===== config.mk =====
export PLATFORM = sky130hd
export DESIGN_NAME = pwm_prescaler_and_duty_calc_core
export DESIGN_NICKNAME = d
export VERILOG_FILES = /design/src/sv/pwmpd_pkg.sv /design/src/sv/pwmpd_div.sv /design/src/sv/pwm_prescaler_and_duty_calc_core.sv
export SDC_FILE = /design/constraint.sdc
export NUM_CORES = 1
export LEC_CHECK = 0
export BUFFER_PORTS_ARGS = -buffer_cell sky130_fd_sc_hd__buf_2
export CAP_MARGIN = 0
export CORE_ASPECT_RATIO = 0.6
export CORE_MARGIN = 8
export CORE_UTILIZATION = 55
export DETAILED_ROUTE_END_ITERATION = 6
export PLACE_DENSITY = 0.78
export SETUP_SLACK_MARGIN = 0.02
export SLEW_MARGIN = 15
export SYNTH_ARGS = -nofsm -noshare
export SYNTH_HDL_FRONTEND = slang
export SYNTH_SLANG_ARGS = --single-unit

===== constraint.sdc =====
create_clock -name clk -period 5.9 [get_ports clk]
set_clock_uncertainty 0.2 [all_clocks]
set_input_delay 0.59 -clock clk [delete_from_list [all_inputs] [get_ports clk]]
set_output_delay 0.59 -clock clk [all_outputs]
set_load 0.005 [all_outputs]

===== src/sv/pwmpd_pkg.sv =====
`timescale 1ns / 1ps
// Shared constants and types for the PWM prescaler and duty calculator.
package pwmpd_pkg;

	localparam int unsigned CLOCK_HZ         = 48000000;
	localparam int unsigned TIMER_TOP_LIMIT  = 1023;
	localparam int unsigned MAX_PRESCALE_EXP = 14;

	localparam int FREQ_W     = 26;
	localparam int RESET_FREQ = 10000;
	localparam int SPEED_W    = 16;
	localparam int CS_W       = 4;
	localparam int TOP_W      = 10;
	localparam int DUTY_SHIFT = 10;
	localparam int FULL_DUTY  = 1024;
	localparam int DUTY_W     = 11;
	localparam int PROD_W     = TOP_W + DUTY_W;

	// quotient width follows the clock constant, the step counter follows the quotient
	localparam int QUO_W = $clog2(CLOCK_HZ + 1);
	localparam int CNT_W = $clog2(QUO_W + 1);

	// APB register map: one 26-bit register on the 32-bit bus, word index in paddr[2]
	localparam int ADDR_W = 3;
	localparam int DATA_W = 32;
	localparam logic REG_FREQUENCY = 1'b0;

	typedef enum logic {
		DIV_IDLE,
		DIV_RUN
	} div_state_t;

	typedef struct packed {
		logic busy;
		logic done;
	} div_status_t;

endpackage


===== src/sv/pwmpd_div.sv =====
`timescale 1ns / 1ps
// Radix-2 restoring divider: CLOCK_HZ / divisor, one quotient bit per cycle.
module pwmpd_div import pwmpd_pkg::*; (
	input  logic              clk,
	input  logic              arst_n,
	input  logic              start,
	input  logic [FREQ_W-1:0] divisor,
	output logic [QUO_W-1:0]  quotient,
	output div_status_t       status
);

	div_state_t        state_q, state_d;
	logic [CNT_W-1:0]  cnt_q;
	logic              done_q;
	logic [FREQ_W-1:0] rem_q;
	logic [QUO_W-1:0]  quo_q;
	logic [FREQ_W-1:0] dvs_q;

	logic [FREQ_W:0] wide;
	logic [FREQ_W:0] diff;
	logic            ge;
	logic            last;

	// partial remainder with the next dividend bit shifted in
	assign wide = {rem_q, quo_q[QUO_W-1]};
	assign diff = wide - {1'b0, dvs_q};
	assign ge   = (wide >= {1'b0, dvs_q});
	assign last = (cnt_q == CNT_W'(QUO_W - 1));

	always_comb begin
		state_d = state_q;
		unique case (state_q)
			DIV_IDLE: begin
				if (start) begin
					state_d = DIV_RUN;
				end
			end
			DIV_RUN: begin
				if (last) begin
					state_d = DIV_IDLE;
				end
			end
			default: state_d = DIV_IDLE;
		endcase
	end

	always_ff @(posedge clk or negedge arst_n) begin
		if (!arst_n) begin
			state_q <= DIV_IDLE;
			cnt_q   <= '0;
			done_q  <= 1'b0;
		end else begin
			state_q <= state_d;
			done_q  <= (state_q == DIV_RUN) && last;
			if (state_q == DIV_IDLE) begin
				cnt_q <= '0;
			end else begin
				cnt_q <= cnt_q + CNT_W'(1);
			end
		end
	end

	// dividend sits in quo_q and shifts out MSB first as quotient bits shift in
	always_ff @(posedge clk) begin
		if (state_q == DIV_IDLE && start) begin
			rem_q <= '0;
			quo_q <= QUO_W'(CLOCK_HZ);
			dvs_q <= divisor;
		end else if (state_q == DIV_RUN) begin
			rem_q <= ge ? diff[FREQ_W-1:0] : wide[FREQ_W-1:0];
			quo_q <= {quo_q[QUO_W-2:0], ge};
		end
	end

	assign quotient    = quo_q;
	assign status.busy = (state_q == DIV_RUN);
	assign status.done = done_q;

endmodule


===== src/sv/pwm_prescaler_and_duty_calc_core.sv =====
`timescale 1ns / 1ps
// PWM prescaler and duty calculator, top level.
// done pulses once an accepted start transfer has passed duty pipeline stages s1 to s4.
// Throughput: one speed command per cycle while busy is low; the four-stage pipeline
// never stalls. After reset and after each frequency write, busy stays high while the
// shared bit-serial divider recomputes the timer settings.
// Reset is asynchronous, active low; frequency returns to 10000 Hz.
module pwm_prescaler_and_duty_calc_core import pwmpd_pkg::*; (
	input  logic              clk,
	input  logic              arst_n,
	// command channel
	input  logic              start,
	output logic              busy,
	input  logic [SPEED_W-1:0] speed,
	// result channel
	output logic              done,
	output logic [CS_W-1:0]   clock_select,
	output logic [TOP_W-1:0]  top_value,
	output logic [TOP_W-1:0]  compare_value,
	output logic              output_enable,
	output logic              freq_out_of_range,
	// APB configuration port
	input  logic              psel,
	input  logic              penable,
	input  logic              pwrite,
	input  logic [ADDR_W-1:0] paddr,
	input  logic [DATA_W-1:0] pwdata,
	output logic [DATA_W-1:0] prdata,
	output logic              pready
);

	// ------------------------------------------------------------------
	// Configuration register
	// ------------------------------------------------------------------
	logic [FREQ_W-1:0] freq_q;
	logic              cfg_wr;
	logic              recalc_q;   // settings must be recomputed

	assign pready = 1'b1;
	assign cfg_wr = psel && penable && pwrite && pready;

	always_ff @(posedge clk or negedge arst_n) begin
		if (!arst_n) begin
			freq_q <= FREQ_W'(RESET_FREQ);
		end else if (cfg_wr && paddr[2] == REG_FREQUENCY) begin
			freq_q <= pwdata[FREQ_W-1:0];
		end
	end

	always_comb begin
		prdata = '0;
		if (paddr[2] == REG_FREQUENCY) begin
			prdata = DATA_W'(freq_q);
		end
	end

	// ------------------------------------------------------------------
	// Timer settings: computed once per frequency, held for every command.
	// recalc_q comes out of reset set so the reset frequency is worked out too.
	// ------------------------------------------------------------------
	logic [QUO_W-1:0] cycles;
	div_status_t      div_st;
	logic             div_start;

	assign div_start = recalc_q && !div_st.busy;

	always_ff @(posedge clk or negedge arst_n) begin
		if (!arst_n) begin
			recalc_q <= 1'b1;
		end else if (cfg_wr && paddr[2] == REG_FREQUENCY) begin
			recalc_q <= 1'b1;
		end else if (div_start) begin
			recalc_q <= 1'b0;
		end
	end

	pwmpd_div u_div (
		.clk      (clk),
		.arst_n   (arst_n),
		.start    (div_start),
		.divisor  (freq_q),
		.quotient (cycles),
		.status   (div_st)
	);

	// Smallest prescale 2^k whose top limit exceeds the period. The fifteen
	// compares against constants are independent; the loop only picks the first.
	logic [CS_W-1:0]  sel_cs;
	logic [TOP_W-1:0] sel_top;
	logic             sel_oor;

	always_comb begin
		logic found;
		found   = 1'b0;
		sel_cs  = '0;
		sel_top = '0;
		for (int k = 0; k <= int'(MAX_PRESCALE_EXP); k++) begin
			if (!found && (64'(cycles) < (64'(TIMER_TOP_LIMIT) << k))) begin
				found   = 1'b1;
				sel_cs  = CS_W'(k + 1);
				sel_top = TOP_W'(cycles >> k);
			end
		end
		// zero frequency cannot be divided by: no prescale fits
		if (freq_q == '0) begin
			found   = 1'b0;
			sel_cs  = '0;
			sel_top = '0;
		end
		sel_oor = !found;
	end

	logic [CS_W-1:0]  cs_q;
	logic [TOP_W-1:0] top_q;
	logic             oor_q;

	always_ff @(posedge clk or negedge arst_n) begin
		if (!arst_n) begin
			cs_q  <= '0;
			top_q <= '0;
			oor_q <= 1'b1;
		end else if (div_st.done) begin
			cs_q  <= sel_cs;
			top_q <= sel_top;
			oor_q <= sel_oor;
		end
	end

	// Commands are held off until the settings are valid again.
	assign busy = recalc_q || div_st.busy || div_st.done;

	// ------------------------------------------------------------------
	// Duty pipeline
	//   s1: capture speed
	//   s2: saturate to full duty (zero speed gives zero duty and no enable)
	//   s3: top * duty
	//   s4: scale by 1/1024, attach settings, drive done
	// ------------------------------------------------------------------
	logic accept;
	assign accept = start && !busy;

	logic               v_s1, v_s2, v_s3, v_s4;
	logic [SPEED_W-1:0] speed_s1;
	logic [DUTY_W-1:0]  duty_s2;
	logic               en_s2, en_s3;
	logic [PROD_W-1:0]  prod_s3;
	logic [CS_W-1:0]    cs_s4;
	logic [TOP_W-1:0]   top_s4;
	logic [TOP_W-1:0]   cmp_s4;
	logic               en_s4;
	logic               oor_s4;

	always_ff @(posedge clk or negedge arst_n) begin
		if (!arst_n) begin
			v_s1 <= 1'b0;
			v_s2 <= 1'b0;
			v_s3 <= 1'b0;
			v_s4 <= 1'b0;
		end else begin
			v_s1 <= accept;
			v_s2 <= v_s1;
			v_s3 <= v_s2;
			v_s4 <= v_s3;
		end
	end

	always_ff @(posedge clk) begin
		speed_s1 <= speed;

		duty_s2 <= (speed_s1 > SPEED_W'(FULL_DUTY)) ? DUTY_W'(FULL_DUTY)
		                                            : DUTY_W'(speed_s1);
		en_s2   <= (speed_s1 != '0);

		prod_s3 <= PROD_W'(top_q) * PROD_W'(duty_s2);
		en_s3   <= en_s2;

		cs_s4  <= cs_q;
		top_s4 <= top_q;
		cmp_s4 <= prod_s3[DUTY_SHIFT +: TOP_W];
		en_s4  <= en_s3;
		oor_s4 <= oor_q;
	end

	assign done              = v_s4;
	assign clock_select      = cs_s4;
	assign top_value         = top_s4;
	assign compare_value     = cmp_s4;
	assign output_enable     = en_s4;
	assign freq_out_of_range = oor_s4;

	// ------------------------------------------------------------------
	// Checks
	// ------------------------------------------------------------------
	a_latency: assert property (@(posedge clk) disable iff (!arst_n)
		accept |-> ##4 done)
		else $error("accepted command produced no result after four cycles");

	a_oor_zero: assert property (@(posedge clk) disable iff (!arst_n)
		(done && freq_out_of_range) |-> (clock_select == '0 && top_value == '0 &&
		compare_value == '0))
		else $error("out-of-range result carries nonzero timer settings");

	a_off_zero: assert property (@(posedge clk) disable iff (!arst_n)
		(done && !output_enable) |-> (compare_value == '0))
		else $error("disabled output with nonzero compare");

	a_cmp_le_top: assert property (@(posedge clk) disable iff (!arst_n)
		done |-> (compare_value <= top_value))
		else $error("compare exceeds top");

endmodule


==> results.py <==
metrics = {
    "placed_design": {
        "place_area_mm2": 0.0138,
        "gp_congestion": 1.02,
        "pre_cts_ws_ps": 149,
        "dpl.cell_count": 1804,
        "dp_hpwl_mm": 25.7,
        "port_buffers": 102,
    },
    "routing": {
        "ant_nets": 0,
        "num_vias": 11000,
        "dr.pass1.iters": 7,
        "post_drt_wl_per_cell_um": 18.7,
        "drt_wl_total_mm": 34.3,
        "viasPerCell": 6.00,
        "drc": 0,
        "drt-initial-drc-count": 1155,
    },
    "floorplan": {
        "dieHeight_um": 135,
        "die_area_mm2": 0.0289,
        "die_w_um": 214,
        "start_util": 0.560,
        "coreArea_mm2": 0.0231,
        "num_io_pins": 118,
        "placementRows": 43,
    },
    "clock_tree": {
        "insertion_delay_ps": 450,
        "cts_max_path_buffers": 2,
        "cts.sinks": 196,
        "cts_tree": "done",
        "cts-root-buf": "clkbuf_16",
        "clk_pin_slew_worst_paths_ps": 80,
        "h-tree-depth": 4,
        "cts_buffers": 17,
    },
    "job": {
        "max_cap_viol_count": 0,
    },
    "finish": {
        "final_cells": 1836,
        "nets": 1713,
        "final_area_mm2": 0.0144,
        "antennaDiodeCount": 0,
        "final_common_cell": "nand2_1",
        "most-common-layout-cells": "nand2_1, inv_1, dfxtp_1",
        "fillers": 1954,
        "layout-drive-gt1-share": 0.156,
        "multi_input_area_mm2": 0.00774,
        "fin_util": 0.624,
        "seqCellArea_mm2": 0.00446,
        "syn_to_final_growth_pct": 11.4,
    },
    "grt": {
        "grt_pass1_wl_mm": 55.9,
        "grt_max_degree": 55,
        "grt_pass1_vias": 10600,
        "track_usage": 0.237,
        "grt_overflow": 0,
        "antenna_found_initial": 1,
    },
    "setup_path": {
        "cp_max_fo": 2,
        "reg2reg_depth": 21,
        "worstSetupPathType": "reg2reg",
        "worstReg2RegEnd": "prod_s3[19]",
        "cp-start-kind": "flop",
        "reg2reg_from": "top_q[3]",
        "critPathArrivalTime_ps": 5820,
        "reg2reg_slack_ps": 260,
        "crit_required_ps": 6080,
        "endpoint_kind": "flop",
    },
    "sta": {
        "max_freq_mhz": 177,
        "tns_ps": 0,
        "setup_viol": 0,
        "final_max_slew_viol_count": 0,
        "hold_slack_ps": 41.7,
        "hold_viol_final": 0,
        "min_period_ps": 5640,
        "fin_crit_sh": 0.956,
        "finalWorstSetupSlack_ps": 257,
        "worst-slew-pin-transition_ps": 1020,
        "slew_headroom": 0.319,
        "rsz0062_at_grt": "false",
    },
    "yosys": {
        "ys_ff_latch": 196,
        "synth_cell_types": 78,
        "yosysWarningCount": 0,
        "synth_edf_count": 26,
        "netlist_area_mm2": 0.0129,
        "async_flop_share": 0.270,
        "synth_ff_type": "dfxtp_1",
        "synthCells": 1438,
        "avgSynthCellArea_um2": 9.00,
        "ys_seq_area_frac": 0.344,
    },
    "pwr": {
        "p_int_mw": 3.62,
        "p_sw_mw": 2.90,
        "cellPowerDensity_mw_per_mm2": 452,
        "p_seq_frac": 0.364,
        "swShare": 0.445,
        "power.total_mw": 6.53,
        "pwr-share-clk": 0.182,
        "vdd_drop_max_v": 0.000288,
        "comb_power_share": 0.454,
        "leakage_nw": 6.60,
    },
    "worst_hold_path": {
        "hold_depth": 1,
        "min_to": "speed_s1[1]",
        "hold_start": "speed[1]",
        "hp-class": "in2reg",
    },
    "run_status": {
        "status": "complete, no violations",
    },
}
cell type report:
type	count	share of cell area
repair buffers	140	0.0554
multi-input cells	1037	0.536
clock buffers	19	0.0300
inverters	116	0.0302
well taps	315	0.0273
clock inverters	13	0.0114
flip-flops and latches	196	0.309
kinds of logic after synthesis:
logic type,count (synthesis),share of synthesized area
simple gates,534,0.208
buf+inv,210,0.0639
compound gates,277,0.146
fa+ha+maj,148,0.183
mux,39,0.0330
other cells,2,0.000580
flops,196,0.344
xor+xnor,32,0.0216
worst max path at each step:
stage	from	to	cells after the start	slack [ps]
3_5_place_dp	duty_s2[3]	prod_s3[19]	19	150
2_1_floorplan	top_q[3]	prod_s3[19]	22	370
6_report	top_q[3]	prod_s3[19]	21	260
3_3_place_gp	top_q[6]	prod_s3[19]	18	180
4_1_cts	top_q[3]	prod_s3[19]	21	90
5_1_grt	top_q[3]	prod_s3[19]	20	20
worst max-delay path: stages, from the launching register on:
cell	delay, ps
dfrtp_1	350
nand2_1	90
fa_1	590
inv_1	100
fa_1	510
inv_1	50
fa_1	470
inv_1	50
fa_1	550
inv_1	70
fa_1	530
inv_1	40
ha_1	300
a21o_1	180
a21o_1	210
a311oi_4	310
o31ai_4	150
nor4_4	290
nor4b_2	100
o21a_1	190
nor2_1	110
xnor2_1	120
state kept, by name, summed over array words and instances, names as in the netlist, 4 cells and up:
signal and count:
prod_s3 10, top_value 10, u_div.dvs_q 26, u_div.rem_q 26
compare_value 10, freq_q 26, speed_s1 16, cs_q 4
u_div.quotient 26, clock_select 4, duty_s2 11, u_div.cnt_q 5
top_q 10
Yosys cell counts, drive strengths merged (26+ instances only):
master,n,share of area
nor2,91,0.027
fa,69,0.11
dfrtp,46,0.089
a21oi,55,0.021
nor3,36,0.015
nand2,165,0.048
ha,79,0.076
and2,74,0.036
dfxtp,117,0.18
o21ai,60,0.023
edfxtp,26,0.060
inv,115,0.033
mux2,29,0.025
nand3,44,0.017
clkbuf,74,0.021
nor2b,40,0.019
power groups by stage:
stage | logic (mW) | clock network [mW] | registers, mW
2_1_floorplan | 2.29 | 0 | 2.04
3_3_place_gp | 2.78 | 0 | 2.36
3_5_place_dp | 2.84 | 0 | 2.37
4_1_cts | 2.87 | 1.21 | 2.35
5_1_grt | 3.25 | 1.26 | 2.43
6_report | 2.97 | 1.18 | 2.38
per-layer routing:
metal	vias to the layer above	GRT usage	part of all wire
met5	-	0	0.00035
met4	2	0.0535	0.013
met3	36	0.0889	0.14
met2	652	0.316	0.39
met1	5186	0.355	0.46
li1	5132	-	-
repair_timing:
item | CTS | global route
hold buffers | 0 | 0
resized for setup | 0 | 11
setup endpoints to repair | 0 | 3
setup buffers | 0 | 0
endpoints found under the hold margin | 0 | 0
Note: power is estimated with default switching activity, not from simulation.
